[src/design/config_descriptor_endpoint_finder_macros.svh]
// Assertion macros shared by the endpoint finder modules.
`ifndef CONFIG_DESCRIPTOR_ENDPOINT_FINDER_MACROS_SVH
`define CONFIG_DESCRIPTOR_ENDPOINT_FINDER_MACROS_SVH

// Same-cycle implication, disabled during reset
`define CDEF_ASSERT_IMPL(label, clk, rst, ante, cons, msg) \
   label: assert property (@(posedge clk) disable iff (rst) (ante) |-> (cons)) \
      else $error(msg);

// Next-cycle implication, disabled during reset
`define CDEF_ASSERT_NEXT(label, clk, rst, ante, cons, msg) \
   label: assert property (@(posedge clk) disable iff (rst) (ante) |=> (cons)) \
      else $error(msg);

`endif

[src/design/cdef_pkg.sv]
// Package: types, constants and helpers for the descriptor endpoint finder.
package cdef_pkg;

   // Descriptor layout
   localparam logic [7:0] LEN_MIN       = 8'd2;
   localparam logic [7:0] TYPE_IFACE    = 8'd4;
   localparam logic [7:0] TYPE_ENDPOINT = 8'd5;
   localparam logic [7:0] IFACE_MIN_LEN = 8'd9;
   localparam logic [7:0] EP_MIN_LEN    = 8'd7;
   localparam logic [7:0] CLASS_HID     = 8'h03;
   localparam int         EP_DIR_BIT    = 7;
   localparam logic [1:0] XFER_INTR     = 2'b11;

   // Max packet handling
   localparam logic [7:0] MPS_LIMIT     = 8'd16;
   localparam logic [4:0] MPS_DEFAULT   = 5'd8;

   // Offsets of captured bytes
   localparam logic [7:0] OFF_LEN   = 8'd0;
   localparam logic [7:0] OFF_TYPE  = 8'd1;
   localparam logic [7:0] OFF_TWO   = 8'd2;
   localparam logic [7:0] OFF_THREE = 8'd3;
   localparam logic [7:0] OFF_FOUR  = 8'd4;
   localparam logic [7:0] OFF_FIVE  = 8'd5;

   localparam int QUEUE_DEPTH_DEFAULT = 4;

   // One classified event passed from the parser to the result side
   typedef struct packed {
      logic       last;
      logic       hid_iface;
      logic       int_in_ep;
      logic [7:0] byte_two;
      logic [7:0] byte_four;
   } cdef_event_type;

   // Max packet with fallback to the default when zero or too large
   function automatic logic [4:0] packet_fallback(input logic [7:0] mps);
      logic [4:0] res;
      if (mps == 8'd0 || mps > MPS_LIMIT) begin
         res = MPS_DEFAULT;
      end else begin
         res = mps[4:0];
      end
      return res;
   endfunction

endpackage

[src/design/cdef_front.sv]
// Front end: walks descriptor bytes and classifies completed descriptors.
module cdef_front (
   input  logic                    clock,
   input  logic                    reset,
   input  logic                    req_valid,
   output logic                    req_ready,
   input  logic [7:0]              req_data_byte,
   input  logic                    req_last_byte,
   input  logic                    queue_full,
   output logic                    push,
   output cdef_pkg::cdef_event_type push_event
);
   import cdef_pkg::*;

   logic [7:0] off_ff, off_in;
   logic [7:0] len_ff, len_in;
   logic [7:0] type_ff, type_in;
   logic [7:0] b2_ff, b2_in;
   logic [7:0] b3_ff, b3_in;
   logic [7:0] b4_ff, b4_in;
   logic [7:0] b5_ff, b5_in;
   logic       halted_ff, halted_in;

   logic       accept;
   logic       finish;
   logic       hid_iface;
   logic       int_in_ep;
   logic [8:0] off_next;

   assign req_ready = !queue_full;
   assign accept    = req_valid && req_ready;
   assign off_next  = {1'b0, off_ff} + 9'd1;

   // Captured bytes as seen with the current byte merged in
   always_comb begin
      type_in = (off_ff == OFF_TYPE)  ? req_data_byte : type_ff;
      b2_in   = (off_ff == OFF_TWO)   ? req_data_byte : b2_ff;
      b3_in   = (off_ff == OFF_THREE) ? req_data_byte : b3_ff;
      b4_in   = (off_ff == OFF_FOUR)  ? req_data_byte : b4_ff;
      b5_in   = (off_ff == OFF_FIVE)  ? req_data_byte : b5_ff;
   end

   // Descriptor end and classification
   always_comb begin
      finish    = !halted_ff && (off_ff != OFF_LEN) && (off_next >= {1'b0, len_ff});
      hid_iface = finish && (type_in == TYPE_IFACE) && (len_ff >= IFACE_MIN_LEN)
                  && (b5_in == CLASS_HID);
      int_in_ep = finish && (type_in == TYPE_ENDPOINT) && (len_ff >= EP_MIN_LEN)
                  && b2_in[EP_DIR_BIT] && (b3_in[1:0] == XFER_INTR);
   end

   // Parser state update
   always_comb begin
      off_in    = off_ff;
      len_in    = len_ff;
      halted_in = halted_ff;
      if (!halted_ff) begin
         if (off_ff == OFF_LEN) begin
            if (req_data_byte < LEN_MIN) begin
               halted_in = 1'b1;
            end else begin
               len_in = req_data_byte;
               off_in = 8'd1;
            end
         end else if (finish) begin
            off_in = 8'd0;
            if (int_in_ep) begin
               halted_in = 1'b1;
            end
         end else begin
            off_in = off_next[7:0];
         end
      end
   end

   // Push an event for matches and for the final byte
   always_comb begin
      push                 = accept && (req_last_byte || hid_iface || int_in_ep);
      push_event.last      = req_last_byte;
      push_event.hid_iface = hid_iface;
      push_event.int_in_ep = int_in_ep;
      push_event.byte_two  = b2_in;
      push_event.byte_four = b4_in;
   end

   // Control registers
   always_ff @(posedge clock) begin
      if (reset) begin
         off_ff    <= '0;
         len_ff    <= '0;
         halted_ff <= 1'b0;
      end else if (accept) begin
         if (req_last_byte) begin
            off_ff    <= '0;
            len_ff    <= '0;
            halted_ff <= 1'b0;
         end else begin
            off_ff    <= off_in;
            len_ff    <= len_in;
            halted_ff <= halted_in;
         end
      end
   end

   // Captured bytes
   always_ff @(posedge clock) begin
      if (accept && !halted_ff) begin
         type_ff <= type_in;
         b2_ff   <= b2_in;
         b3_ff   <= b3_in;
         b4_ff   <= b4_in;
         b5_ff   <= b5_in;
      end
   end

`include "config_descriptor_endpoint_finder_macros.svh"

   `CDEF_ASSERT_NEXT(a_halt_holds, clock, reset, halted_ff && !(accept && req_last_byte), halted_ff, "parser left halt before final byte")
   `CDEF_ASSERT_IMPL(a_no_match_when_halted, clock, reset, halted_ff, !hid_iface && !int_in_ep, "match raised while halted")

endmodule

[src/design/cdef_queue.sv]
// Short event queue between the parser and the result side.
module cdef_queue #(
   parameter int DEPTH = cdef_pkg::QUEUE_DEPTH_DEFAULT
) (
   input  logic                     clock,
   input  logic                     reset,
   input  logic                     push,
   input  cdef_pkg::cdef_event_type push_event,
   output logic                     full,
   output logic                     pop_valid,
   input  logic                     pop,
   output cdef_pkg::cdef_event_type pop_event
);
   import cdef_pkg::*;

   localparam int PTR_W = (DEPTH > 1) ? $clog2(DEPTH) : 1;
   localparam int CNT_W = $clog2(DEPTH + 1);

   cdef_event_type     slot_ff [DEPTH];
   logic [PTR_W-1:0]   wr_ptr_ff, wr_ptr_in;
   logic [PTR_W-1:0]   rd_ptr_ff, rd_ptr_in;
   logic [CNT_W-1:0]   count_ff, count_in;
   logic               do_push, do_pop;

   assign full      = (count_ff == CNT_W'(DEPTH));
   assign pop_valid = (count_ff != '0);
   assign do_push   = push && !full;
   assign do_pop    = pop && pop_valid;
   assign pop_event = slot_ff[rd_ptr_ff];

   // Pointer wrap and occupancy
   always_comb begin
      wr_ptr_in = (wr_ptr_ff == PTR_W'(DEPTH - 1)) ? '0 : wr_ptr_ff + 1'b1;
      rd_ptr_in = (rd_ptr_ff == PTR_W'(DEPTH - 1)) ? '0 : rd_ptr_ff + 1'b1;
      count_in  = count_ff;
      if (do_push && !do_pop) begin
         count_in = count_ff + 1'b1;
      end else if (do_pop && !do_push) begin
         count_in = count_ff - 1'b1;
      end
   end

   always_ff @(posedge clock) begin
      if (reset) begin
         wr_ptr_ff <= '0;
         rd_ptr_ff <= '0;
         count_ff  <= '0;
      end else begin
         if (do_push) begin
            wr_ptr_ff <= wr_ptr_in;
         end
         if (do_pop) begin
            rd_ptr_ff <= rd_ptr_in;
         end
         count_ff <= count_in;
      end
   end

   // Storage
   always_ff @(posedge clock) begin
      if (do_push) begin
         slot_ff[wr_ptr_ff] <= push_event;
      end
   end

`include "config_descriptor_endpoint_finder_macros.svh"

   `CDEF_ASSERT_IMPL(a_count_bound, clock, reset, 1'b1, count_ff <= CNT_W'(DEPTH), "queue count over depth")

endmodule

[src/design/cdef_back.sv]
// Back end: applies classified events and holds the result register.
module cdef_back (
   input  logic                     clock,
   input  logic                     reset,
   input  logic                     ev_valid,
   input  cdef_pkg::cdef_event_type ev,
   output logic                     ev_pop,
   output logic                     rsp_valid,
   input  logic                     rsp_ready,
   output logic                     rsp_found,
   output logic [7:0]               rsp_interface_number,
   output logic [3:0]               rsp_endpoint_number,
   output logic [4:0]               rsp_max_packet
);
   import cdef_pkg::*;

   logic       seen_ff, seen_in;
   logic [7:0] iface_ff, iface_in;
   logic [3:0] ep_ff, ep_in;
   logic [4:0] pkt_ff, pkt_in;

   logic       rsp_valid_ff;
   logic       rsp_found_ff;
   logic [7:0] rsp_iface_ff;
   logic [3:0] rsp_ep_ff;
   logic [4:0] rsp_pkt_ff;
   logic       slot_free;

   assign slot_free = !rsp_valid_ff || rsp_ready;
   assign ev_pop    = ev_valid && (!ev.last || slot_free);

   // Held state with the popped event applied
   always_comb begin
      seen_in  = seen_ff;
      iface_in = iface_ff;
      ep_in    = ep_ff;
      pkt_in   = pkt_ff;
      if (ev.hid_iface) begin
         iface_in = ev.byte_two;
      end
      if (ev.int_in_ep) begin
         seen_in = 1'b1;
         ep_in   = ev.byte_two[3:0];
         pkt_in  = packet_fallback(ev.byte_four);
      end
   end

   // Held state, cleared after the final byte's result
   always_ff @(posedge clock) begin
      if (reset) begin
         seen_ff  <= 1'b0;
         iface_ff <= '0;
         ep_ff    <= '0;
         pkt_ff   <= MPS_DEFAULT;
      end else if (ev_pop) begin
         if (ev.last) begin
            seen_ff  <= 1'b0;
            iface_ff <= '0;
            ep_ff    <= '0;
            pkt_ff   <= MPS_DEFAULT;
         end else begin
            seen_ff  <= seen_in;
            iface_ff <= iface_in;
            ep_ff    <= ep_in;
            pkt_ff   <= pkt_in;
         end
      end
   end

   // Result register
   always_ff @(posedge clock) begin
      if (reset) begin
         rsp_valid_ff <= 1'b0;
      end else if (ev_pop && ev.last) begin
         rsp_valid_ff <= 1'b1;
      end else if (rsp_ready) begin
         rsp_valid_ff <= 1'b0;
      end
   end

   always_ff @(posedge clock) begin
      if (ev_pop && ev.last) begin
         rsp_found_ff <= seen_in;
         rsp_iface_ff <= iface_in;
         rsp_ep_ff    <= ep_in;
         rsp_pkt_ff   <= pkt_in;
      end
   end

   assign rsp_valid            = rsp_valid_ff;
   assign rsp_found            = rsp_found_ff;
   assign rsp_interface_number = rsp_iface_ff;
   assign rsp_endpoint_number  = rsp_ep_ff;
   assign rsp_max_packet       = rsp_pkt_ff;

`include "config_descriptor_endpoint_finder_macros.svh"

   `CDEF_ASSERT_NEXT(a_clear_after_last, clock, reset, ev_pop && ev.last, rsp_valid_ff && !seen_ff && (pkt_ff == MPS_DEFAULT), "state not cleared after final byte")
   `CDEF_ASSERT_IMPL(a_packet_range, clock, reset, rsp_valid_ff, (rsp_pkt_ff != 5'd0) && (rsp_pkt_ff <= 5'd16), "max packet out of range")

endmodule

[src/design/config_descriptor_endpoint_finder.sv]
// The final byte's event passes through the event queue into the result register, which sets rsp_valid once it is free.
// Throughput: one byte per cycle; req_ready drops only while the event queue is full,
// which, with a queue depth above one, happens only when the result register is stalled by rsp_ready.
// The queue depth (QUEUE_DEPTH) sets how many events may wait.
// Reset is synchronous, active high, and clears parser, queue and held state at once.
// Top level: USB configuration descriptor interrupt IN endpoint finder.
module config_descriptor_endpoint_finder #(
   parameter int QUEUE_DEPTH = cdef_pkg::QUEUE_DEPTH_DEFAULT
) (
   input  logic       clock,
   input  logic       reset,
   input  logic       req_valid,
   output logic       req_ready,
   input  logic [7:0] req_data_byte,
   input  logic       req_last_byte,
   output logic       rsp_valid,
   input  logic       rsp_ready,
   output logic       rsp_found,
   output logic [7:0] rsp_interface_number,
   output logic [3:0] rsp_endpoint_number,
   output logic [4:0] rsp_max_packet
);
   import cdef_pkg::*;

   logic           queue_full;
   logic           push;
   cdef_event_type push_event;
   logic           ev_valid;
   logic           ev_pop;
   cdef_event_type ev;

   cdef_front u_front (
      .clock         (clock),
      .reset         (reset),
      .req_valid     (req_valid),
      .req_ready     (req_ready),
      .req_data_byte (req_data_byte),
      .req_last_byte (req_last_byte),
      .queue_full    (queue_full),
      .push          (push),
      .push_event    (push_event)
   );

   cdef_queue #(
      .DEPTH (QUEUE_DEPTH)
   ) u_queue (
      .clock      (clock),
      .reset      (reset),
      .push       (push),
      .push_event (push_event),
      .full       (queue_full),
      .pop_valid  (ev_valid),
      .pop        (ev_pop),
      .pop_event  (ev)
   );

   cdef_back u_back (
      .clock                (clock),
      .reset                (reset),
      .ev_valid             (ev_valid),
      .ev                   (ev),
      .ev_pop               (ev_pop),
      .rsp_valid            (rsp_valid),
      .rsp_ready            (rsp_ready),
      .rsp_found            (rsp_found),
      .rsp_interface_number (rsp_interface_number),
      .rsp_endpoint_number  (rsp_endpoint_number),
      .rsp_max_packet       (rsp_max_packet)
   );

endmodule
[config.mk]
export PLATFORM = sky130hd
export DESIGN_NAME = config_descriptor_endpoint_finder
export DESIGN_NICKNAME = d
export VERILOG_FILES = /design/src/design/cdef_pkg.sv /design/src/design/cdef_front.sv /design/src/design/cdef_queue.sv /design/src/design/cdef_back.sv /design/src/design/config_descriptor_endpoint_finder.sv
export VERILOG_INCLUDE_DIRS = /design/src /design/src/design
export SDC_FILE = /design/constraint.sdc
export NUM_CORES = 1
export LEC_CHECK = 0
export BUFFER_PORTS_ARGS = -buffer_cell sky130_fd_sc_hd__buf_4
export CORE_MARGIN = 2
export CORE_UTILIZATION = 41
export DETAILED_ROUTE_END_ITERATION = 10
export HOLD_SLACK_MARGIN = 0.1
export SLEW_MARGIN = 10
export SYNTH_ARGS = -nofsm -noshare
export SYNTH_HDL_FRONTEND = slang
export SYNTH_SLANG_ARGS = --single-unit
[constraint.sdc]
create_clock -name clock -period 6.25 [get_ports clock]
set_clock_uncertainty 0.1 [all_clocks]
set_input_delay 0.3125 -clock clock [delete_from_list [all_inputs] [get_ports clock]]
set_output_delay 0.3125 -clock clock [all_outputs]
set_load 0.01 [all_outputs]
==> results of run 1 <==
[layout by cell type (no fill, tap or decap), drive strengths merged, types with 5 or more instances in the layout]
master  instances
edfxtp        128
mux2           47
dfxtp          45
nor2           39
buf            35
inv            22
a21oi          18
ha             18
clkbuf         18
nand3          18
o21ai          17
mux4           15
nand2          13
a22o           13
a22oi          12
and3            9
mux2i           8
nor3            8
clkinv          7
and2            6
nor4            6
xor2            5
[through the flow]
stage / utilization (%) / setup slack (ps) / hold WS (ps)
after floorplan: - / 1770 / 311
after global placement: 44.1 / 1640 / 344
after detailed placement: 44.1 / 1460 / 351
after CTS: 47.3 / 1440 / 106
after global routing: 47.4 / 1180 / 125
final: 47.4 / 1430 / 119
[per-layer routing]
metal / GRT usage (%) / vias to the layer above / wire [µm]
met3: 4.54 / 21 / 598
li1: - / 2043 / -
met1: 20.2 / 2115 / 6660
met4: 5.64 / 0 / 252
met2: 25.4 / 90 / 6910
met5: 0 / - / 0
[area by class of cell]
class                      count  area, µm²  area share [%]
clock buffer                  18        429            5.08
clock inverter                14        134            1.58
inverter                      18       67.6           0.800
multi-input combinational    301       2510            29.8
sequential                   173       4740            56.2
tap                          229        287            3.39
timing repair buffer          36        273            3.23
[kinds of logic after synthesis]
family,Yosys count
adders and majority gates,19
muxes,70
xor gates and xnor gates,9
AOI/OAI and AO/OA,86
and+or+nand+nor,117
DFF,173
buffers and inverters,39
[power breakdown]
group	switching [mW]	leakage, nW	total, mW	internal, mW
clock network	0.448	0.273	1.00	0.556
logic	0.422	1.15	0.759	0.337
registers	0.0876	1.56	1.55	1.47
total	0.957	2.98	3.32	2.36
[path summary, 6_finish.rpt]
check | from | to | depth (start not counted)
worst min-delay path | req_data_byte[3] | u_front.len_ff[3] | 3
worst min register to register | u_back.seen_ff | u_back.seen_ff | 1
worst max register to register | u_front.off_ff[0] | u_queue.count_ff[2] | 16
worst max-delay path | u_front.off_ff[0] | u_queue.count_ff[2] | 16
[flip-flops by register name, indices dropped and copies added, names as in the netlist, named ones only]
register                     flops
u_back.ep_ff                     4
u_back.iface_ff                  8
u_back.pkt_ff                    5
u_back.rsp_endpoint_number       4
u_back.rsp_found                 1
u_back.rsp_interface_number      8
u_back.rsp_max_packet            5
u_back.rsp_valid                 1
u_back.seen_ff                   1
u_front.b2_ff                    8
u_front.b3_ff                    2
u_front.b4_ff                    8
u_front.b5_ff                    8
u_front.halted_ff                1
u_front.len_ff                   8
u_front.off_ff                   8
u_front.type_ff                  8
u_queue.count_ff                 3
u_queue.rd_ptr_ff                2
u_queue.slot_ff                 76
u_queue.wr_ptr_ff                2
[critical path, delay by kind of cell, from the launching register on]
| family | cells | cell delay (ps) |
|---|---|---|
| xor+xnor | 2 | 340 |
| fa+ha+maj | 4 | 1240 |
| buf+inv | 1 | 60 |
| flops | 1 | 450 |
| compound gates | 4 | 1020 |
| simple gates | 5 | 1530 |
[cells in the mapped netlist, types with 3 or more instances]
| cell | number |
|---|---|
| a21oi_1 | 18 |
| clkbuf_1 | 14 |
| a22o_1 | 13 |
| o21ai_0 | 16 |
| and3_1 | 9 |
| and2_1 | 6 |
| xnor2_1 | 4 |
| ha_1 | 18 |
| mux2i_1 | 8 |
| a22oi_1 | 12 |
| a21o_1 | 4 |
| xor2_1 | 5 |
| nor2_1 | 39 |
| nand2_1 | 13 |
| nand4_1 | 3 |
| mux4_2 | 15 |
| edfxtp_1 | 128 |
| o21a_1 | 3 |
| nor4_1 | 5 |
| dfxtp_1 | 45 |
| inv_1 | 17 |
| or4_1 | 3 |
| nand3_1 | 16 |
| nor3_1 | 8 |
| mux2_2 | 45 |
| o2111ai_1 | 3 |
| nor2b_1 | 3 |
| buf_2 | 4 |
[what timing repair did]
item | CTS | global route
hold buffers | 1 | 0
resized for setup | 0 | 0
hold endpoints to repair | 4 | 0
setup buffers | 0 | 0
==> results.ini, run 1 <==
[place]
port_buffers = 32
globalplace.congestion = 0.869
place_hpwl_um = 9830
post_dp_cell_area_mm2 = 0.00787
place_inst = 756

[clocking]
cts_tree = done
clk_transition_reported_paths_ps = 70
cts_htree_levels = 4
cts_root_buf = clkbuf_16
worstSkewPairLatency_ps = 420
clock-sinks = 173
numCtsBuffers = 17
cts.path.max_buffers = 2

[routing]
drtIter0Drc = 262
routed-via-count = 4269
wire_per_inst_um = 18.3
wirelength_um = 14400
route.detailed.drc = 0
drtAntennaViolNets = 0
routed_via_density = 5.41
drt_first_pass_iters = 5

[synthesis]
ys_ff_latch = 173
synth_area_mm2 = 0.00740
synthesis.instances = 513
synth_fp_nets = 545
synth_flop_cell = edfxtp_1
synth-simple-area-share_pct = 8.38
synth_top_family_by_area = multiplexers
synth_compound_area_share_pct = 8.23
ys_async_sr_fraction_pct = 0
synth_edf_count = 128
synth_top_area_share_pct = 51.9
synth_area_leaders = edfxtp_1, dfxtp_1, mux2_2
synth.largest_area_cell = edfxtp_1
synthAdderAreaFrac_pct = 3.31
yosysWarnings = 0
synth_cell_types = 56
synthMuxAreaShare_pct = 12.8
yosysSeqAreaShare_pct = 64.1
postSynthAreaPerCell_um2 = 14.4
synth_xor_area_share_pct = 1.06

[die]
fp.coreArea_mm2 = 0.0178
initial_core_util_pct = 41.5
die_w_um = 138
rows = 49
die_h_um = 138
num_io_pins = 33
dieArea_mm2 = 0.0192

[pwr]
power_mw = 3.32
power_leakage_nw = 2.98
power_density_mw_per_mm2 = 393
irDropWorstVdd_mv = 0.205

[timing]
timing.slew.headroom_pct = 34.7
maxSlewViolCount = 0
tns_ps = 0
fin_crit_sh_pct = 77.1
rsz0062_at_grt = no
fmaxAchievable_mhz = 208
worst_pin_slew_ps = 976
setup_viol = 0
hold_viol = 0
fin_crit_ps = 4820

[cells_and_area]
postLayoutCellArea_mm2 = 0.00845
final.fill_count = 1555
layout.nets = 579
synthToLayoutAreaGrowth_pct = 14.1
drive_above_1_share_pct = 23.9
final_cells = 789
n_antenna_cell = 0

[worst_hold_path]
holdCritPathClass = in2reg

[critical_path]
crit_chain = ha_1 > and3_1 > nand3_1 > xnor2_1 > ha_1 > and3_1 > o2111ai_1 > o211a_1 > or4_1 > a221oi_4 > ha_1 > inv_1 > fa_1 > xor2_1 > or3_1 > a21oi_1
crit_fanout = 7
arrival_ps = 5070
r2r_setup_slack_ps = 1430
required_ps = 6500
crit_path_start_kind = flop
max_stage_delay_ps = 650
crit_top_cell = ha_1
critPathSlowestCell = or4_1
end_kind = flop
crit_type = reg2reg

[grt]
antenna_found_initial = 0
grt_usage_pct = 15.7
first_global_vias = 4370
grt_overflow = 0
grt_pass1_wl_um = 23200
grt_max_degree = 35

[job]
cap_violations = 0

[status]
status = finished clean

(Power assumes the default switching activity.)
==> run 2, diff against run 1 <==
==> constraint.sdc (replaced) <==
create_clock -name clock -period 4.3 [get_ports clock]
set_clock_uncertainty 0.1 [all_clocks]
set_input_delay 0.215 -clock clock [delete_from_list [all_inputs] [get_ports clock]]
set_output_delay 0.215 -clock clock [all_outputs]
set_load 0.01 [all_outputs]
==> run 2 against run 1 <==
  * Sequential power is 46% higher
  * Clock-buffer cell count stayed put
  * Clock power is 34% higher
  * Die area stayed put
  * Wire length is 1.6% higher
  * Fmax is 17% higher
  * Non-clock buffer count is 26 higher
  * Critical path depth stayed put
  * Flip-flop and latch count stayed put
  * Cell area is 2.0% higher
  * Global-route usage is 0.16 points higher
  * Utilization is 0.95 points higher
==> results.ini, run 2 (synthesized netlist as in run 1, its figures left out) <==
[status]
status = finished clean

[critical_path]
end_kind = flop
arrival_ps = 4360
ff2ff_path_depth = 16
cpLargestDelayFamily = simple AND/OR/NAND/NOR gates
crit_buf_inv = 1
reg2reg_to = u_queue.count_ff[2]
crit_type = reg2reg
crit_fanout = 7
crit_path_start_kind = flop
crit_chain = ha_1 > and3_1 > nand3_1 > xnor2_1 > ha_1 > and3_1 > o2111ai_1 > o211a_1 > or4_4 > a221oi_4 > ha_2 > inv_1 > fa_1 > xor2_1 > or3_1 > a21oi_1
required_ps = 4560
max_stage_delay_ps = 460
cp.depth = 16
r2r_setup_slack_ps = 200
critPathSlowestCell = or4_4
r2r_start = u_front.off_ff[0]

[timing]
tns_ps = 0
fin_crit_sh_pct = 95.4
maxSlewViolCount = 0
holdWs_ps = 358
timing.slew.headroom_pct = 51.5
worst_pin_slew_ps = 723
fin_ws_ps = 198
setup_viol = 0
rsz0062_at_grt = no
fin_crit_ps = 4100
hold_viol = 0
fmaxAchievable_mhz = 244

[cells_and_area]
n_antenna_cell = 0
fin_util_pct = 48.3
regMostFlops = u_queue.slot_ff
final.fill_count = 1523
drive_above_1_share_pct = 25.6
layout.nets = 605
multi_input_area_mm2 = 0.00251
seqCellArea_mm2 = 0.00475
synthToLayoutAreaGrowth_pct = 16.4
final_cell_mix = edfxtp_1, buf_4, mux2_2
postLayoutCellArea_mm2 = 0.00862
final_common_cell = edfxtp_1
largest_register_ffs = 76

[clocking]
clock-sinks = 173
cts.path.max_buffers = 2
cts_root_buf = clkbuf_16
cts_htree_levels = 4
worstSkewPairLatency_ps = 420
clk_transition_reported_paths_ps = 60
numCtsBuffers = 17
post_cts_buffers = 0
cts_tree = done

[die]
initial_core_util_pct = 41.5
num_io_pins = 33
rows = 49
die_w_um = 138
dieArea_mm2 = 0.0192
fp.coreArea_mm2 = 0.0178
die_h_um = 138

[grt]
grt_overflow = 0
grt_max_degree = 35
first_global_vias = 4406
antenna_found_initial = 0
grt_usage_pct = 15.8
grt_pass1_wl_um = 23600

[routing]
wire_per_inst_um = 18.0
route.detailed.drc = 0
routed.top_layer = met4
routed-via-count = 4369
wl_met2_um = 7000
drt_first_pass_iters = 5
m1WireLength_um = 6980
drtIter0Drc = 179
dr_wl_met3_um = 452
wirelength_um = 14700
routed_via_density = 5.36
drtAntennaViolNets = 0

[pwr]
irDropWorstVdd_mv = 0.335
power_density_mw_per_mm2 = 551
power_leakage_nw = 3.08

[worst_hold_path]
whs_endpoint = u_back.seen_ff
min_from = u_back.seen_ff
holdCritPathClass = reg2reg
hold_path_depth = 1

[place]
globalplace.congestion = 0.802
post_dp_cell_area_mm2 = 0.00800
place_hpwl_um = 9940
port_buffers = 32
place_ws_ps = 139

[job]
cap_violations = 0

[run 2: changes by cell type in the layout (fill, tap and decap cells not counted), sizes merged]
cell / previous run / this run
buf: 35 / 51
bufinv: 1 / 0
clkinv: 7 / 11
clkinvlp: 2 / 3
dlygate4sd3: 1 / 11
inv: 22 / 18
[run 2: cell type report]
cell class | count | share of cell area [%]
clock buffer | 18 | 4.98
clock inverter | 14 | 0.915
inverter | 18 | 0.784
multi-input combinational | 301 | 29.2
sequential | 173 | 55.1
tap | 229 | 3.32
timing repair buffer | 62 | 5.72
[run 2: power breakdown]
| group | internal (mW) | switching, mW |
|---|---|---|
| clock network | 0.725 | 0.613 |
| registers | 2.13 | 0.136 |
| logic | 0.535 | 0.606 |
[run 2: stage by stage]
step	power, mW	cells
after floorplan	3.03	513
after global placement	3.40	772
after detailed placement	3.44	772
after CTS	4.79	815
after global routing	4.98	815
final	4.75	815
[run 2: timing repair]
action	CTS	global route
setup endpoints to repair	0	1
hold buffers	11	0
resized for setup	0	3
endpoints found under the hold margin	29	0
[run 2: how the worst max path moves through the flow]
stage | startpoint | end | slack (ps)
floorplan | u_front.off_ff[2] | u_queue.count_ff[2] | 90
finish | u_front.off_ff[0] | u_queue.count_ff[2] | 200
global route | u_front.off_ff[0] | u_queue.count_ff[2] | 7
global placement | u_front.off_ff[0] | u_queue.count_ff[2] | 210
detailed placement | u_front.off_ff[0] | u_queue.count_ff[2] | 140
CTS | u_front.off_ff[0] | u_queue.count_ff[2] | 110
[run 2: routing by layer]
| metal | track usage, % | vias to the layer above |
|---|---|---|
| li1 | - | 2099 |
| met1 | 21.0 | 2188 |
| met2 | 25.6 | 65 |
| met3 | 3.95 | 17 |
| met4 | 5.42 | 0 |
| met5 | 0 | - |
